$ cat config.mk
export PLATFORM = sky130hd
export DESIGN_NAME = mi4_front
export DESIGN_NICKNAME = d
export VERILOG_FILES = /design/src/rtl/mi4_pkg.sv /design/src/rtl/mi4_front.sv
export SDC_FILE = /design/constraint.sdc
export NUM_CORES = 1
export LEC_CHECK = 0
export ABC_AREA = 1
export BUFFER_PORTS_ARGS = -buffer_cell sky130_fd_sc_hd__buf_2
export CORE_MARGIN = 2
export CORE_UTILIZATION = 34
export DETAILED_ROUTE_END_ITERATION = 12
export HOLD_SLACK_MARGIN = 0.06
export PLACE_DENSITY = 0.76
export SYNTH_ARGS = -nofsm -noshare
export SYNTH_HDL_FRONTEND = slang
export SYNTH_SLANG_ARGS = --single-unit
export TNS_END_PERCENT = 1
$ cat constraint.sdc
create_clock -name clock -period 1.5 [get_ports clock]
set_clock_uncertainty 0.1 [all_clocks]
set_input_delay 0.3 -clock clock [delete_from_list [all_inputs] [get_ports clock]]
set_output_delay 0.3 -clock clock [all_outputs]
set_load 0.01 [all_outputs]
$ cat src/rtl/mi4_pkg.sv
// Shared constants and types for the 4x4 fixed-point matrix inverse.
package mi4_pkg;

   localparam int DATA_WIDTH = 32;
   localparam int FRAC_BITS  = 16;

   localparam int NUM_ELEMS = 16;
   localparam int IDX_W     = 4;
   localparam logic [IDX_W-1:0] LAST_IDX = IDX_W'(NUM_ELEMS - 1);

   // Two banks of sixteen elements in the matrix store.
   localparam int MAT_DEPTH = 2 * NUM_ELEMS;
   localparam int MAT_AW    = $clog2(MAT_DEPTH);

   // Exact widths of the intermediate values.
   localparam int MIN_W = 2 * DATA_WIDTH + 1;
   localparam int COF_W = 3 * DATA_WIDTH + 4;
   localparam int DET_W = 4 * DATA_WIDTH + 6;

   // The wide operand of a product is walked in limbs of this width.
   localparam int LIMB_W     = 16;
   localparam int NL_E       = (DATA_WIDTH + LIMB_W - 1) / LIMB_W;
   localparam int NL_M       = (MIN_W + LIMB_W - 1) / LIMB_W;
   localparam int NL_C       = (COF_W + LIMB_W - 1) / LIMB_W;
   localparam int OPB_W      = NL_C * LIMB_W;
   localparam int LIMB_CNT_W = $clog2(NL_C);
   localparam int PROD_W     = DATA_WIDTH + LIMB_W + 1;

   localparam logic [LIMB_CNT_W-1:0] TOP_E = LIMB_CNT_W'(NL_E - 1);
   localparam logic [LIMB_CNT_W-1:0] TOP_M = LIMB_CNT_W'(NL_M - 1);
   localparam logic [LIMB_CNT_W-1:0] TOP_C = LIMB_CNT_W'(NL_C - 1);

   // Divider working width: holds the scaled numerator and the shifted divisor.
   localparam int DIV_A = 3 * DATA_WIDTH + 2 * FRAC_BITS + 6;
   localparam int DIV_B = 5 * DATA_WIDTH + 8;
   localparam int DIV_W = (DIV_A > DIV_B) ? DIV_A : DIV_B;
   localparam int QCNT_W = $clog2(DATA_WIDTH);

   // A loaded matrix waiting for the back end.
   typedef struct packed {
      logic valid;
      logic bank;
   } job_type;

   // Back end handshake to the front end.
   typedef struct packed {
      logic pop;
      logic free_bank;
   } job_ctl_type;

endpackage

$ cat src/rtl/mi4_front.sv
// Front end: takes matrix elements, fills a store bank and queues full matrices.
module mi4_front import mi4_pkg::*; (
   input  logic                         clock,
   input  logic                         reset,
   input  logic                         push,
   output logic                         full,
   input  logic signed [DATA_WIDTH-1:0] req_element,
   output logic                         mat_we,
   output logic [MAT_AW-1:0]            mat_waddr,
   output logic [DATA_WIDTH-1:0]        mat_wdata,
   output job_type                      job,
   input  job_ctl_type                  job_ctl
);

   logic [IDX_W-1:0] load_count_ff, load_count_in;
   logic             fill_bank_ff, fill_bank_in;
   logic [1:0]       busy_ff, busy_in;
   logic             q_bank_ff [2];
   logic             q_wr_ff, q_wr_in;
   logic             q_rd_ff, q_rd_in;
   logic [1:0]       q_count_ff, q_count_in;
   logic             accept;
   logic             loaded;

   // Both banks hold a matrix that the back end still needs.
   assign full   = (busy_ff == 2'd2);
   assign accept = push && !full;
   assign loaded = accept && (load_count_ff == LAST_IDX);

   assign mat_we    = accept;
   assign mat_waddr = {fill_bank_ff, load_count_ff};
   assign mat_wdata = req_element;

   assign job.valid = (q_count_ff != 2'd0);
   assign job.bank  = q_bank_ff[q_rd_ff];

   always_comb begin
      load_count_in = load_count_ff;
      fill_bank_in  = fill_bank_ff;
      busy_in       = busy_ff;
      q_wr_in       = q_wr_ff;
      q_rd_in       = q_rd_ff;
      q_count_in    = q_count_ff;
      if (accept) begin
         load_count_in = load_count_ff + 1'b1;
      end
      if (loaded) begin
         fill_bank_in = !fill_bank_ff;
         q_wr_in      = !q_wr_ff;
      end
      if (job_ctl.pop) begin
         q_rd_in = !q_rd_ff;
      end
      case ({loaded, job_ctl.pop})
         2'b10: q_count_in = q_count_ff + 2'd1;
         2'b01: q_count_in = q_count_ff - 2'd1;
         default: q_count_in = q_count_ff;
      endcase
      case ({loaded, job_ctl.free_bank})
         2'b10: busy_in = busy_ff + 2'd1;
         2'b01: busy_in = busy_ff - 2'd1;
         default: busy_in = busy_ff;
      endcase
   end

   always_ff @(posedge clock) begin
      if (reset) begin
         load_count_ff <= '0;
         fill_bank_ff  <= 1'b0;
         busy_ff       <= 2'd0;
         q_wr_ff       <= 1'b0;
         q_rd_ff       <= 1'b0;
         q_count_ff    <= 2'd0;
      end else begin
         load_count_ff <= load_count_in;
         fill_bank_ff  <= fill_bank_in;
         busy_ff       <= busy_in;
         q_wr_ff       <= q_wr_in;
         q_rd_ff       <= q_rd_in;
         q_count_ff    <= q_count_in;
      end
      if (loaded) begin
         q_bank_ff[q_wr_ff] <= fill_bank_ff;
      end
   end

endmodule

==> Word-level counts from Yosys, hierarchy flattened <==
Memories as Yosys holds them, arrays and structs flattened. A register that Yosys moved wholly into a read port is not among the register bits.
Cells that the tools add are included.
{ "totals": {"regBits": 11, "ram_bits": 2, "in_bits": 37, "output_inout_bits": 41, "wordCells": 33, "memories": 1} }
{ "op_classes": {"n_addsub": 5, "eq_ne": 6, "mux": 6, "reduce_logical": 9} }
{ "mem_list": {"columns": ["name", "words", "word_bits", "read_ports", "rd_clocked_by_memory_dff", "wr", "line_no", "rtl"], "rows": [
  ["q_bank_ff", 2, 1, 1, 1, 1, "mi4_front.sv:18", "logic q_bank_ff [2];"]
]} }
{ "ops": {"columns": ["cell", "n"], "rows": [
  ["$pmux W2 S2", 2],
  ["$eq A2 B2 Y1 const B", 3],
  ["$reduce_bool A2 Y1", 3],
  ["$add A2 B1 Y2 const B", 2],
  ["$add A4 B1 Y4 const B", 1],
  ["$eq A2 B1 Y1 const B", 2],
  ["$eq A4 B4 Y1 const B", 1],
  ["$logic_not A1 Y1", 4],
  ["$mux W1", 4],
  ["$sub A2 B1 Y2 const B", 2],
  ["$logic_and A1 B1 Y1", 2]
]} }

==> Longest topological paths before layout <==
{ "depth": {"ltp_word": 6, "mapped_depth": 11, "ltp_nobuf": 11} }

==> Worst setup path before layout <==
Ideal clock, no wire load.
{ "synth_path": {"path_type": "register to register", "start": "register load_count_ff[0]", "end": "register busy_ff[1]", "setup_time_ps": 115, "arrival_ps": 1463, "required_time_ps": 1285, "slack_ps": -178, "path_stages_with_launch": 10, "path_buffers": 0, "period_less_slack_ps": 1678, "path_cell_list": "dfxtp_1 ha_1 nand3_1 nor2_4 inv_2 ha_1 inv_1 nand4_1 nand2_1 nor2_1"} }
{ "synth_between": {"elab_chain_len": 4, "elab_cells_between_ends": 6, "classes_between": "eq/ne (3); mux (1); reduce/logical (2)"} }
{ "synth_rtl": {"columns": ["element", "line_no", "rtl"], "rows": [
  ["start, declared", "mi4_front.sv:15", "logic [IDX_W-1:0] load_count_ff, load_count_in;"],
  ["start signal, assigned", "mi4_front.sv:75", "load_count_ff <= load_count_in;"],
  ["$eq A4 B4 Y1 *", "mi4_front.sv:28", "assign loaded = accept && (load_count_ff == LAST_IDX);"],
  ["$logic_and A1 B1 Y1 *", "mi4_front.sv:28", null],
  ["$eq A2 B1 Y1 / $eq A2 B2 Y1 (equally long branches)", "mi4_front.sv:59", "case ({loaded, job_ctl.free_bank})"],
  ["$pmux W2 S2 / $reduce_bool A2 Y1 (equally long branches)", null, null],
  ["end signal, assigned", "mi4_front.sv:77", "busy_ff <= busy_in;"],
  ["end, declared", "mi4_front.sv:17", "logic [1:0] busy_ff, busy_in;"]
]} }
Mark *: on every way between the ends. The rest lies on a longest branch, timed or not.
A chain may end at the register's enable or synchronous reset.

==> Worst setup path in the final report <==
{ "layout_path": {"start": "register load_count_ff[1]", "end": "register q_count_ff[1]"} }
{ "layout_between": {"elab_chain_len": 4, "elab_cells_between_ends": 6, "classes_between": "eq/ne (3); mux (1); reduce/logical (2)"} }
{ "layout_rtl": {"columns": ["element", "line_no", "rtl"], "rows": [
  ["$eq A4 B4 Y1 *", "mi4_front.sv:28", null],
  ["$logic_and A1 B1 Y1 *", "mi4_front.sv:28", null],
  ["$eq A2 B1 Y1 / $eq A2 B2 Y1 (equally long branches)", "mi4_front.sv:54", "case ({loaded, job_ctl.pop})"],
  ["$pmux W2 S2 / $reduce_bool A2 Y1 (equally long branches)", null, null],
  ["end signal, assigned", "mi4_front.sv:80", "q_count_ff <= q_count_in;"],
  ["end, declared", "mi4_front.sv:21", "logic [1:0] q_count_ff, q_count_in;"]
]} }
Marks and branches as above.

==> run metrics <==
status completed; Final Core Density 0.387; Total Power between 800 and 900 uW; non-filler cells, final roughly 140; Post-Synth Adder-Cell Area 0.0414; drt wl/cell around 12 um; Layout area overhead 6.76%; core area roughly 2500 sq um; Synth Register Bits 14; Worst Path Arrival ~1600 ps; Sink Count 14; via/cell ratio between 4 and 5; sequential share of power 0.482; Die Footprint 3100 sq um; Slew Limit Fails 0; grt total ovfl 0; Placed Cells about 140; Worst-path clk slew 90 ps; Worst setup EP type flip-flop; Max Root-Sink Buffers 2; NetSw 232 uW; antenna diode count 0; CTS tree done; fin nets about 150; drt pass-1 iters 3; initial antenna violation count 0; clock insertion delay at the later pin of the skew report ~280 ps; YS warnings 0; Post-DRT Antenna Nets 0; final setup fails 0; Pwr Density between 800 and 900 nW/um^2; gpl congestion 0.754; Compound-Gate Fraction of Synth Area 0.0745; minimum clock period 1490 ps; Die Ht ~56 um; setup TNS 0 ps; peak supply drop roughly 450 uV; Syn Inst Count 116; DP HPWL 1380 um; Worst Setup SP load_count_ff[1]$_SDFFE_PP0P_; commonest non-fill, non-tap cell in the layout nor2_1; initial DRC count 12; Worst Setup Path Type reg2reg; Leak roughly 0.00046 uW; Design Area, Final just under 1000 sq um; crit start category flip-flop; Max-Cap Viols 0; XOR/XNOR Fraction of Synth Area 0.00966; register area share after synthesis 0.331; hold-fix buffers at CTS 0; Synth Area in Simple Gates 0.200; Initial Util 0.363; mux cell area share after synthesis 0.0124; Synth Net Count 156; CTS Buf Count 3; Hold Vio Cnt, Final 0; Int Power roughly 640 uW; crit-path max FO 4; HP Start reset; reg2reg start load_count_ff[1]$_SDFFE_PP0P_; share of cells above drive strength 1 0.459; switch share 0.267; # rows 18; Max Clock Freq ~670 MHz; H-tree levels 1; Worst-Margin Slew a little over 200 ps; Die Wd 55.7 um; commonest cells after routing, fill and taps aside nor2_1, nand2_1, buf_2; Max-slew headroom 0.863; Hold Crit Class in2reg; cell area after synthesis around 910 sq um; first-pass GRT wire length ~2800 um; Clock power frac 0.320; Post-Syn Area per Cell between 7 and 8 sq um; I/O Buffers 13; residual DRC count 0; Tcrit/Tclk final 0.996; critical path required time 1590 ps; Vias around 660; Clock Tree Root clkbuf_4; Gate power share 0.198; largest family of logic cells by synthesized area buffers and inverters; final wirelength about 1700 um; post-synth cell types 21; RSZ-0062 raised after global routing true; I/O Pins 78; pin count of the biggest net entering global routing 11; GRT Overall Usage 0.115; Cell Area, Placed about 850 sq um; number of global-route vias before repair between 600 and 700
## state kept, by name (all words and copies together) (netlist names), named ones only
| register | flops |
|---|---|
| q_wr_ff | 1 |
| q_bank_ff | 2 |
| busy_ff | 2 |
| load_count_ff | 4 |
| q_rd_ff | 1 |
| q_count_ff | 2 |
| fill_bank_ff | 1 |
## per-layer routing
metal  global-route usage  vias to the layer above  share of wire
li1                     -                      321              -
met1                0.117                      297           0.38
met2                0.194                       28           0.48
met3               0.0628                        9           0.12
met4               0.0488                        0          0.014
met5                    0                        -              0
## synth_stat cells (all sizes together)
cell / instances / area (sq um)
nand3: 5 / 30.0
o21ai: 4 / 20.0
mux2: 1 / 11.3
dfxtp: 12 / 240
xnor2: 1 / 8.76
nand2: 15 / 61.3
buf: 33 / 248
nand4: 2 / 12.5
a21oi: 4 / 35.0
ha: 3 / 37.5
a31oi: 2 / 12.5
nor2: 17 / 71.3
edfxtp: 2 / 60.1
inv: 14 / 52.6
or2: 1 / 6.26
## timing repair
item,4_1_cts,5_1_grt
setup buffers,1,1
setup endpoints to repair,4,6
gates resized for setup,4,10
pin swaps,1,9
## through the flow
stage,hold slack [ps],worst slack (ps)
CTS,94.9,-65.6
floorplan,272,-15.5
finish,106,6.14
global placement,363,15.1
detailed placement,391,-45.5
global route,103,-72.7
## worst paths after layout
check                                                  end  slack, ps  depth (start not counted)
worst max-delay path            q_count_ff[1]$_SDFFE_PP0P_          6                          9
worst min-delay path                  q_rd_ff$_SDFFE_PP0P_        110                          2
worst max register to register  q_count_ff[1]$_SDFFE_PP0P_          6                          9
worst min register to register  q_count_ff[1]$_SDFFE_PP0P_        410                          2
## power by group through the flow
stage	Combinational [uW]	Clock (uW)	Sequential, uW
finish	172	278	418
global route	193	311	421
CTS	157	289	417
detailed placement	149	0	425
global placement	141	0	423
floorplan	166	0	430
## layout make-up
cell class,count,area [sq um]
repair buffers,24,164
inverters,14,55.1
well taps,30,37.5
fillers,253,1530
clock buffers,4,36.3
flip-flops and latches,14,309
multi-input cells,55,367
## kinds of logic (layout without fill, tap and decap cells)
| logic type | after synthesis | after routing |
|---|---|---|
| AO/OA/AOI/OAI | 10 | 10 |
| buffers and inverters | 47 | 42 |
| AND/OR/NAND/NOR | 40 | 40 |
| XOR/XNOR | 1 | 1 |
| adder cells (fa/ha/maj) | 3 | 3 |
| multiplexers | 1 | 1 |
| flip-flops | 14 | 14 |
## critical path: stages, from the launching register on
cell     delay [ps]
dfxtp_4         370
ha_4            140
nand3_4          80
nor2_4          140
inv_4            60
ha_4            210
inv_2            80
nand4_1         100
nand2_1          80
nor2_1           40
Note: power is estimated with default switching activity, not from simulation.
