===== config.mk =====
export PLATFORM = sky130hd
export DESIGN_NAME = mi4_ram
export DESIGN_NICKNAME = d
export VERILOG_FILES = /design/src/rtl/mi4_ram.sv
export SDC_FILE = /design/constraint.sdc
export NUM_CORES = 1
export LEC_CHECK = 0
export BUFFER_PORTS_ARGS = -buffer_cell sky130_fd_sc_hd__buf_2
export CORE_UTILIZATION = 40
export DETAILED_ROUTE_END_ITERATION = 8
export PLACE_DENSITY = 0.54
export SLEW_MARGIN = 10
export SYNTH_ARGS = -nofsm -noshare
export SYNTH_HDL_FRONTEND = slang
export SYNTH_SLANG_ARGS = --single-unit
export TNS_END_PERCENT = 10

===== constraint.sdc =====
create_clock -name clock -period 4.1 [get_ports clock]
set_input_delay 0.82 -clock clock [delete_from_list [all_inputs] [get_ports clock]]
set_output_delay 0.82 -clock clock [all_outputs]
set_load 0.02 [all_outputs]

===== src/rtl/mi4_ram.sv =====
// Generic single write port, single read port RAM with registered read data.
module mi4_ram #(
   parameter int WIDTH = 32,
   parameter int DEPTH = 16
) (
   input  logic                     clock,
   input  logic                     wr_en,
   input  logic [$clog2(DEPTH)-1:0] wr_addr,
   input  logic [WIDTH-1:0]         wr_data,
   input  logic [$clog2(DEPTH)-1:0] rd_addr,
   output logic [WIDTH-1:0]         rd_data
);

   logic [WIDTH-1:0] mem_ff [DEPTH];
   logic [WIDTH-1:0] rd_data_ff;

   always_ff @(posedge clock) begin
      if (wr_en) begin
         mem_ff[wr_addr] <= wr_data;
      end
      rd_data_ff <= mem_ff[rd_addr];
   end

   assign rd_data = rd_data_ff;

endmodule


Word-level counts from Yosys, hierarchy flattened
Memory sizes are Yosys's and may differ from the RTL's. A register that Yosys moved wholly into a read port is not among the register bits.
Cells that the tools add are included.
{"block": "op_classes", "mux": 2}
{"op": "1-bit two-way mux", "n": 2}
{"block": "word_totals", "register_bits": 0, "mem_bits_rw": 512, "output_inout_bits": 32, "word_cells": 3, "n_memories": 1}
{"name": "mem_ff", "depth": 16, "width": 32, "read_ports": 1, "rd_clocked_by_memory_dff": 1, "write_ports": 1, "line_no": "14", "text": "logic [WIDTH-1:0] mem_ff [DEPTH];"}

Depth between registers and ports, before layout
Gate-level depths: netlist (run 1).
{"block": "depth", "ltp_word": 2, "depth_mapped": 5, "depth_no_buf": 3}

Worst setup path before layout (run 1)
OpenSTA, ideal clock, no wires.
{"block": "synth_path", "path_type": "in2reg", "start": "input wr_addr[2]", "end": "memory mem_ff[0][0], enable pin", "t_arrival_ns": 3.538, "t_required_ns": 3.639, "path_slack_ns": 0.100, "stages": 2, "n_path_buf": 0, "cell_sequence": "or3b_2 -> nor3_1"}
{"item": "from (decl)", "line_no": "8", "text": "input logic [$clog2(DEPTH)-1:0] wr_addr,"}
{"item": "to (decl)", "line_no": "14"}
No word-level cell before the write port.

Final worst setup path (run 1)
{"block": "layout_path", "start": "input wr_addr[2]", "end": "memory mem_ff[1][29], enable pin"}
No word-level cell before the write port.

==> results of run 1 <==
==> critical path, stage by stage <==
cell    delay, ns
buf_2        0.12
or3b_2       0.59
nor2_4       0.44
buf_4        0.43
==> placed cells by master (no fill, tap or decap) <==
master and count:
dfxtp_1 32, nor2_4 13, nor3_2 4, nor2b_4 2, buf_12 5, and2_2 1
clkinv_1 4, buf_6 1, nand2_1 33, or3b_2 1, clkbuf_16 57, nand3_1 1
nand3b_1 2, buf_4 24, a22oi_1 64, edfxtp_1 512, bufinv_16 4, nand2b_1 2
clkinv_2 6, mux4_2 128, clkbuf_1 21, buf_2 71, clkbuf_8 12
==> flip-flops by register name (all words and copies together) (netlist names) <==
name     cells
rd_data     32
mem_ff     512
==> final timing paths <==
kind,startpoint,endpoint,cells after the start
setup / recovery,wr_addr[2],mem_ff[1][29],4
hold / removal,wr_data[18],mem_ff[7][18],1
setup reg to reg,mem_ff[3][17],rd_data[17],3
hold reg to reg,mem_ff[14][15],rd_data[15],3
==> layout make-up <==
type	count	area, µm²
Fill cell	4007	25870
Sequential cell	544	16020
Multi-Input combinational cell	251	3750
Clock buffer	89	1657
Tap cell	664	830.8
Timing Repair Buffer	102	660.6
Clock inverter	14	165.2
==> report_power, final <==
| group | total (mW) | switching, mW | internal [mW] |
|---|---|---|---|
| logic | 0.578 | 0.351 | 0.227 |
| registers | 6.25 | 0.0375 | 6.22 |
| clock network | 4.98 | 1.99 | 3.00 |
==> metal layers <==
metal  global-route usage  wire length (µm)  up-vias
met2               0.2550             18980      199
li1                     -                 -     3808
met1               0.2451             19190     4777
met5                    0                 9        -
met4              0.04696               765        2
met3              0.03083              1994       58
==> logic make-up (layout without fill, tap and decap cells) <==
kind of cell | count (synthesis) | count (layout) | synth area share
flip-flops | 544 | 544 | 0.8067
buffers and inverters | 43 | 205 | 0.01122
AO/OA/AOI/OAI | 64 | 64 | 0.02420
multiplexers | 128 | 128 | 0.1452
AND/OR/NAND/NOR | 59 | 59 | 0.01273
==> summary.md, run 1 <==
| Metric | Value |
|---|---|
| Outcome | finished, final reports clean |
| Worst-path maximum fanout | 21 |
| Post-CTS sizing | 0 |
| CTS tree | built |
| Cells after synthesis | 838 |
| Final core utilization | 0.4715 |
| RSZ-0062 raised after global routing | no |
| Tot GR Track Use | 0.1666 |
| Initial Util | 0.4056 |
| Layout Area Growth over Synthesis | 16.24% |
| IO buf count | 73 |
| Hold Fails Final Rpt | 0 |
| Detailed Routing Iterations Pass 1 | 5 |
| Final worst-path cycle share | 0.5271 |
| DR DRC count | 0 |
| Crit path capture type | flop |
| Yosys top cell area share | 0.7744 |
| Fmax | around 0.46 GHz |
| Initial antenna violation count | 2 |
| Hold slack final | 0.6073 ns |
| Clock-pin slew on the worst setup and hold paths | 0.06 ns |
| CORE AREA | 48,950 µm² |
| Fin. max-slew vios | 0 |
| Least-Margin Pin Slew | 0.7946 ns |
| Synth warnings | 0 |
| Average wire per standard cell | 24.61 µm |
| HP Class | primary input to flop |
| # IOs | 74 |
| Area leader, netlist | edfxtp_1 |
| Max-cap check violation count | 0 |
| Non-Filler Instances | 1,664 |
| Postcts setup bufs | 0 |
| Syn nets | 880 |
| Synth cell count leaders | edfxtp_1, mux4_2, a22oi_1 |
| Worst EP arrival | 2.41 ns |
| Post-CTS Hold Fix Bufs | 0 |
| ANT nets after route | 0 |
| Number of enable flip-flop cells after synthesis | 512 |
| Total gr overflow | 0 |
| Final Skew | 0.007262 ns |
| Setup ws final | between 1.5 and 2 ns |
| CP required | between 4 and 5 ns |
| Yosys reg bits | 544 |
| Distinct cells, synth | 18 |
| Root buffer cell | clkbuf_16 |
| Placed cell areas | 21,260 µm² |
| Routability cong. | 0.6866 |
| Top-count cell post-synth | edfxtp_1 |
| CTS Buffer Depth | 3 |
| Synth Area per Inst | around 24 µm² |
| Die height | between 200 and 250 µm |
| Die ar. | 50,530 µm² |
| Post-route setup TNS | 0 ns |
| Chip Width | 224.8 µm |
| Most common flop cell mapped by yosys | edfxtp_1 |
| Vias in the first global route | approximately 9,300 |
| Place WS | 1.300 ns |
| Largest net degree at the start of global routing | between 60 and 70 |
| Crit Path Category | primary input to flop |
| Final-report setup violation count | 0 |
| Async set-reset flop share out of synthesis | 0 |
| Nets | 996 |
| P_leak | 7.391 nW |
| Ant diodes | 0 |
| Routed wire length | 40,940 µm |
| Post-DP HPWL | 20,950 µm |
| Tot Pwr | 11.82 mW |
| DR vias/cell | 5.315 |
| Std-Cell Rows | 81 |
| Share of layout cells above drive strength 1 | 0.3290 |
| Cell Area, Synth | between 15,000 and 20,000 µm² |
| Clk Latency, worst-skew pair | 0.59 ns |
| Final min period | 2.161 ns |
| CTS HTree Levels | 2 |
| Total CTS buffers | between 50 and 60 |
| Post-layout instance area | 23,080 µm² |
| Clock Sinks | approximately 540 |
| Slew HR | 0.4692 |
| Pwr Density | just over 500 nW/µm² |
| Top post-synthesis cells by area | edfxtp_1, mux4_2, dfxtp_1, a22oi_1, nand2_1 |
| Drt initial violations | 764 |
| Sequential share of the synthesized area | 0.8067 |
| Dpl cells | ~1,600 |
| Maximum vdd ir drop | 295.8 µV |
| Global-route wire length before repair | approximately 61,000 µm |
| Worst setup SP type | primary input |
| R2R Setup Slk | 2.64 ns |
| Via count | 8,844 |
Note: power is estimated with default switching activity, not from simulation.
==> inputs of run 2 (changes only) <==
--- a/config.mk
+++ b/config.mk
@@ -8,7 +8,7 @@
 export BUFFER_PORTS_ARGS = -buffer_cell sky130_fd_sc_hd__buf_2
 export CORE_UTILIZATION = 40
 export DETAILED_ROUTE_END_ITERATION = 8
-export PLACE_DENSITY = 0.54
+export PLACE_DENSITY = 0.52
 export SLEW_MARGIN = 10
 export SYNTH_ARGS = -nofsm -noshare
 export SYNTH_HDL_FRONTEND = slang
==> constraint.sdc (replaced) <==
create_clock -name clock -period 2.14 [get_ports clock]
set_input_delay 0.428 -clock clock [delete_from_list [all_inputs] [get_ports clock]]
set_output_delay 0.428 -clock clock [all_outputs]
set_load 0.02 [all_outputs]
==> run 2 against run 1 <==
Combinational power rose by 110%; register-to-register slack got worse by 1.9 ns; global-route usage rose by 0.93 points; sequential cell count did not move; wire length rose by 5.9%; clock power rose by 88%; design area rose by 2.1%; total power rose by 91%; highest routed layer unchanged.
==> summary.md, run 2 (synthesis results as in run 1) <==
| Metric | Value |
|---|---|
| Clock Sinks | 544 |
| Worst-path maximum fanout | 1 |
| Layout Area Growth over Synthesis | 18.74% |
| # IOs | 74 |
| Max-cap check violation count | 0 |
| CP top delay family | flip-flops |
| Clock-pin slew on the worst setup and hold paths | 0.06 ns |
| Postcts setup bufs | 0 |
| Worst EP arrival | ~1.2 ns |
| Largest net degree at the start of global routing | 53 |
| IO buf count | 73 |
| Final Skew | 0.01242 ns |
| Initial antenna violation count | 4 |
| Ant diodes | 0 |
| Std-Cell Rows | between 80 and 90 |
| Routed wire length | 43,350 µm |
| Slew HR | 0.7166 |
| FF/Latch Area | around 16,000 µm² |
| Via count | between 8,000 and 9,000 |
| Crit-path cells | buf_2 |
| Fmax | 0.6114 GHz |
| Pwr Density | 955.3 nW/µm² |
| CORE AREA | a little under 50,000 µm² |
| Global-route wire length before repair | approximately 64,000 µm |
| Final worst-path cycle share | 0.7644 |
| RSZ-0062 raised after global routing | no |
| Outcome | finished, final reports clean |
| Total gr overflow | 0 |
| Drt initial violations | 665 |
| Commonest non-fill, non-tap cell in the layout | edfxtp_1 |
| Chip Width | ~220 µm |
| Post-CTS Hold Fix Bufs | 0 |
| Maximum vdd ir drop | approximately 690 µV |
| DR DRC count | 0 |
| Least-Margin Pin Slew | 0.4251 ns |
| CTS HTree Levels | 2 |
| Routability cong. | between 0.6 and 0.7 |
| Crit Path Category | flop to primary output |
| Hold slack final | 0.1950 ns |
| Final min period | 1.636 ns |
| Top reg by flops | mem_ff |
| Vias in the first global route | 9,458 |
| Tot GR Track Use | 0.1759 |
| Crit path capture type | primary output |
| Post-route setup TNS | 0 ns |
| Slowest-stage cell, CP | dfxtp_1 |
| Detailed Routing Iterations Pass 1 | 5 |
| P_leak | 7.610 nW |
| Die height | about 220 µm |
| Post-DP HPWL | 23,640 µm |
| Clk Latency, worst-skew pair | 0.60 ns |
| HP Class | primary input to flop |
| Fin. max-slew vios | 0 |
| CP Buf/Inv Count | 1 |
| Commonest cells after routing, fill and taps aside | edfxtp_1, mux4_2, buf_2 |
| Dpl cells | 1,589 |
| DR vias/cell | 5.255 |
| CTS Buffer Depth | 3 |
| ANT nets after route | 0 |
| Non-Filler Instances | approximately 1,700 |
| Average wire per standard cell | 25.57 µm |
| Post-CTS sizing | 0 |
| Hold Fails Final Rpt | 0 |
| Place WS | 0.1765 ns |
| Root buffer cell | clkbuf_16 |
| Final-report setup violation count | 0 |
| Worst setup SP type | flop |
| Max reg flops | approximately 510 |
| Die ar. | 50,530 µm² |
| Total CTS buffers | 57 |
| Initial Util | 0.4056 |
| Fillers | 3,956 |
| Area occupied by multi-input gates | 3777 µm² |
| CP peak stage delay | 0.40 ns |
| CTS tree | built |
| CP required | about 1.7 ns |
| Share of layout cells above drive strength 1 | 0.3540 |
| Nets | about 1,000 |
| Setup ws final | 0.5043 ns |
-- run 2: cell count changes in the layout (fill, tap and decap cells not counted), sizes merged --
cell      change
bufinv        -2
buf          +29
clkbuf       -15
clkinv       +15
clkinvlp      +3
inv           +1
-- run 2: power breakdown --
part	leakage (nW)	switching (mW)	internal (mW)	total (mW)
Clock	0.877	4.00	5.35	9.35
Sequential	4.89	0.0709	11.9	12.0
Combinational	1.84	0.697	0.489	1.19
Total	7.61	4.77	17.7	22.5
-- run 2: path summary, 6_finish.rpt --
| kind | start | endpoint | slack, ns | depth (start not counted) |
|---|---|---|---|---|
| worst max-delay path | rd_data[15] | rd_data[15] | 0.50 | 1 |
| worst min-delay path | wr_data[17] | mem_ff[12][17] | 0.20 | 1 |
| worst max register to register | mem_ff[0][14] | rd_data[14] | 0.79 | 3 |
| worst min register to register | mem_ff[15][17] | rd_data[17] | 0.66 | 3 |
-- run 2: layer usage --
| layer | vias up | global-route usage | wire length [µm] |
|---|---|---|---|
| met3 | 55 | 0.03344 | 1810 |
| met2 | 187 | 0.2935 | 21720 |
| met1 | 4791 | 0.2417 | 19160 |
| met5 | - | 0 | 29 |
| met4 | 4 | 0.03577 | 635 |
| li1 | 3870 | - | - |
-- run 2: through the flow --
step	total power, mW	cell area, µm²	util
finish	22.52	23570	0.4816
global route	23.22	23570	0.4816
CTS	22.78	23570	0.4816
detailed placement	13.42	21800	0.4453
global placement	13.41	21800	0.4453
floorplan	12.85	19890	-
-- run 2: area by class of cell --
type | count | area share
flip-flops and latches | 544 | 0.6794
multi-input cells | 251 | 0.1602
clock buffers | 75 | 0.06597
well taps | 664 | 0.03524
clock inverters | 31 | 0.009447
repair buffers | 130 | 0.04973
==> inputs of run 3 (changes only) <==
--- a/config.mk
+++ b/config.mk
@@ -5,10 +5,11 @@
 export SDC_FILE = /design/constraint.sdc
 export NUM_CORES = 1
 export LEC_CHECK = 0
+export ABC_AREA = 1
 export BUFFER_PORTS_ARGS = -buffer_cell sky130_fd_sc_hd__buf_2
 export CORE_UTILIZATION = 40
 export DETAILED_ROUTE_END_ITERATION = 8
-export PLACE_DENSITY = 0.52
+export PLACE_DENSITY = 0.53
 export SLEW_MARGIN = 10
 export SYNTH_ARGS = -nofsm -noshare
 export SYNTH_HDL_FRONTEND = slang
==> constraint.sdc (replaced) <==
create_clock -name clock -period 1.4 [get_ports clock]
set_input_delay 0.28 -clock clock [delete_from_list [all_inputs] [get_ports clock]]
set_output_delay 0.28 -clock clock [all_outputs]
set_load 0.02 [all_outputs]
==> run 3 against run 2 <==
Cell count is 81% higher; count of clock-buffer cells in the layout rose by 5; clock skew is 0.016 ns higher; sequential share of layout area down 9.2 points; synthesized cell count grew to 2.5 times the previous value; critical endpoint is now rd_data[0]; highest routed layer is now met4.
==> summary.md, run 3 <==
| Metric | Value |
|---|---|
| Mux cell area share after synthesis | 0 |
| Final-report setup violation count | 0 |
| Cell-internal power | 29.05 mW |
| Post-synthesis compound-gate area fraction | 0 |
| ANT nets after route | 0 |
| Worst setup SP type | flop |
| Yosys reg bits | 544 |
| CP required | 1.12 ns |
| CP top delay family | flip-flops |
| Synth Area per Inst | 10.72 µm² |
| Final core utilization | 0.4852 |
| Cells after synthesis | 2,120 |
| Ant diodes | 0 |
| Commonest non-fill, non-tap cell in the layout | nand2_1 |
| Sequential share of power | 0.490 |
| Commonest cells after routing, fill and taps aside | nand2_1, edfxtp_1, inv_1 |
| Worst EP arrival | 1.10 ns |
| P_leak | between 10 and 15 nW |
| CTS Buffer Depth | 3 |
| Max reg flops | 512 |
| Area leader, netlist | edfxtp_1 |
| CP Buf/Inv Count | 1 |
| Syn nets | 2,162 |
| Clock-pin slew on the worst setup and hold paths | 0.06 ns |
| Number of enable flip-flop cells after synthesis | 512 |
| Hold slack final | 0.03674 ns |
| Crit Path Category | flop to primary output |
| Synth Area in Simple Gates | 0.2000 |
| Clk Latency, worst-skew pair | 0.64 ns |
| Initial antenna violation count | 0 |
| Initial Util | 0.4039 |
| Final worst-path cycle share | 0.9878 |
| Die height | 240.4 µm |
| Total CTS buffers | about 60 |
| Top post-synthesis cells by area | edfxtp_1, nand2_1, nand3_1, inv_1, dfxtp_1 |
| Die ar. | 57,780 µm² |
| Maximum vdd ir drop | 1203 µV |
| Most common flop cell mapped by yosys | edfxtp_1 |
| Distinct cells, synth | 15 |
| Synth warnings | 0 |
| IO buf count | 73 |
| Clock Sinks | around 540 |
| Top reg by flops | mem_ff |
| Tot GR Track Use | 0.2043 |
| Crit path capture type | primary output |
| Chip Width | 240.4 µm |
| # IOs | 74 |
| Cell Area, Synth | 22,730 µm² |
| Vias in the first global route | between 10,000 and 15,000 |
| Sequential share of the synthesized area | 0.7046 |
| Hold Fails Final Rpt | 0 |
| Pwr Density | 1369 nW/µm² |
| Top-count cell post-synth | nand2_1 |
| Detailed Routing Iterations Pass 1 | 5 |
| Largest net degree at the start of global routing | 47 |
| Max-cap check violation count | 0 |
| Share of layout cells above drive strength 1 | 0.1337 |
| Final Skew | 0.02851 ns |
| Drt initial violations | 969 |
| Routed wire length | about 57,000 µm |
| Average wire per standard cell | roughly 19 µm |
| Total gr overflow | 0 |
| CORE AREA | 56,280 µm² |
| Place WS | -0.06917 ns |
| Outcome | finished, final reports clean |
| Largest family of logic cells by synthesized area | simple AND/OR/NAND/NOR gates |
| Slew HR | 0.7311 |
| Nets | 2,304 |
| Post-synthesis adder-cell area fraction | 0 |
| Xor-xnor portion of the synthesized cell area | 0 |
| Post-DP HPWL | 33,550 µm |
| Final min period | roughly 1.4 ns |
| DR vias/cell | slightly below 5 |
| DR DRC count | 0 |
| Tot Pwr | ~37 mW |
| CP peak stage delay | 0.36 ns |
| Postcts setup bufs | 0 |
| HP Class | primary input to flop |
| Async set-reset flop share out of synthesis | 0 |
| Std-Cell Rows | 87 |
| Routability cong. | 0.8091 |
| CTS HTree Levels | 2 |
| Slowest-stage cell, CP | dfxtp_4 |
| Crit-path cells | buf_6 |
| Least-Margin Pin Slew | 0.4034 ns |
| Synth cell count leaders | nand2_1, edfxtp_1, inv_1 |
| RSZ-0062 raised after global routing | yes |
| Global-route wire length before repair | 87,760 µm |
| Setup ws final | 0.01702 ns |
| Gate power share | 0.069 |
| Sw Ratio | 0.2231 |
| Fmax | 0.7231 GHz |
| Layout Area Growth over Synthesis | 20.12% |
| Clk pwr share | 0.441 |
| Root buffer cell | clkbuf_16 |
| Fin. max-slew vios | 0 |
| Yosys top cell area share | 0.6764 |
| Net switching power of the design | 8.343 mW |
| CTS tree | built |
| Worst-path maximum fanout | 1 |
| Via count | 14,760 |
[run 3: cell count changes in the layout (fill, tap and decap cells not counted), moves of 27 or more]
cell,delta
nand3_1,+384
buf_4,+35
nand2_1,+644
buf_12,+28
buf_2,-27
a22oi_1,-64
inv_1,+386
mux4_2,-128
[run 3: final cells by class]
class,count,area [µm²]
Multi-Input combinational cell,1081,4667
Inverter,390,1474
Sequential cell,544,16040
Clock buffer,80,1685
Clock inverter,31,414.1
Tap cell,756,945.9
Fill cell,5083,28970
Timing Repair Buffer,186,2078
[run 3: logic make-up (layout without fill, tap and decap cells)]
logic type / Yosys count / count (layout)
simple gates: 1081 / 1081
flops: 544 / 544
buf+inv: 495 / 687
[run 3: repair_timing]
action,CTS,global route
hold endpoints to repair,49,0
resized for setup,54,5
hold buffers,5,0
setup endpoints to repair,21,10
[run 3: routing by layer]
layer / wire [µm] / GRT usage
met5: 0 / 0
met4: 1387 / 0.06543
met3: 2735 / 0.02778
met2: 28610 / 0.3546
met1: 24490 / 0.2634
[run 3: path summary, 6_finish.rpt]
kind / startpoint / end / slack (ns) / cells after the start
setup reg to reg: mem_ff[13][15] / rd_data[15] / 0.41 / 6
hold / removal: wr_data[14] / mem_ff[8][14] / 0.04 / 1
setup / recovery: rd_data[0] / rd_data[0] / 0.02 / 1
hold reg to reg: mem_ff[10][24] / rd_data[24] / 0.65 / 6
[run 3: per-stage QoR]
step / cell area (µm²) / setup TNS [ns] / instances
global route: 27300 / -0.04571 / 3068
CTS: 27290 / -0.09191 / 3068
floorplan: 22850 / -88.69 / 2120
finish: 27300 / 0 / 3068
detailed placement: 25010 / -15.18 / 2952
global placement: 25010 / -12.62 / 2952
[run 3: power by group through the flow]
stage / Sequential, mW / Combinational, mW / Clock [mW]
finish: 18.3 / 2.57 / 16.5
global route: 18.4 / 2.84 / 17.4
CTS: 18.3 / 2.61 / 16.8
detailed placement: 18.7 / 2.52 / 0
global placement: 18.6 / 2.50 / 0
floorplan: 18.8 / 1.27 / 0
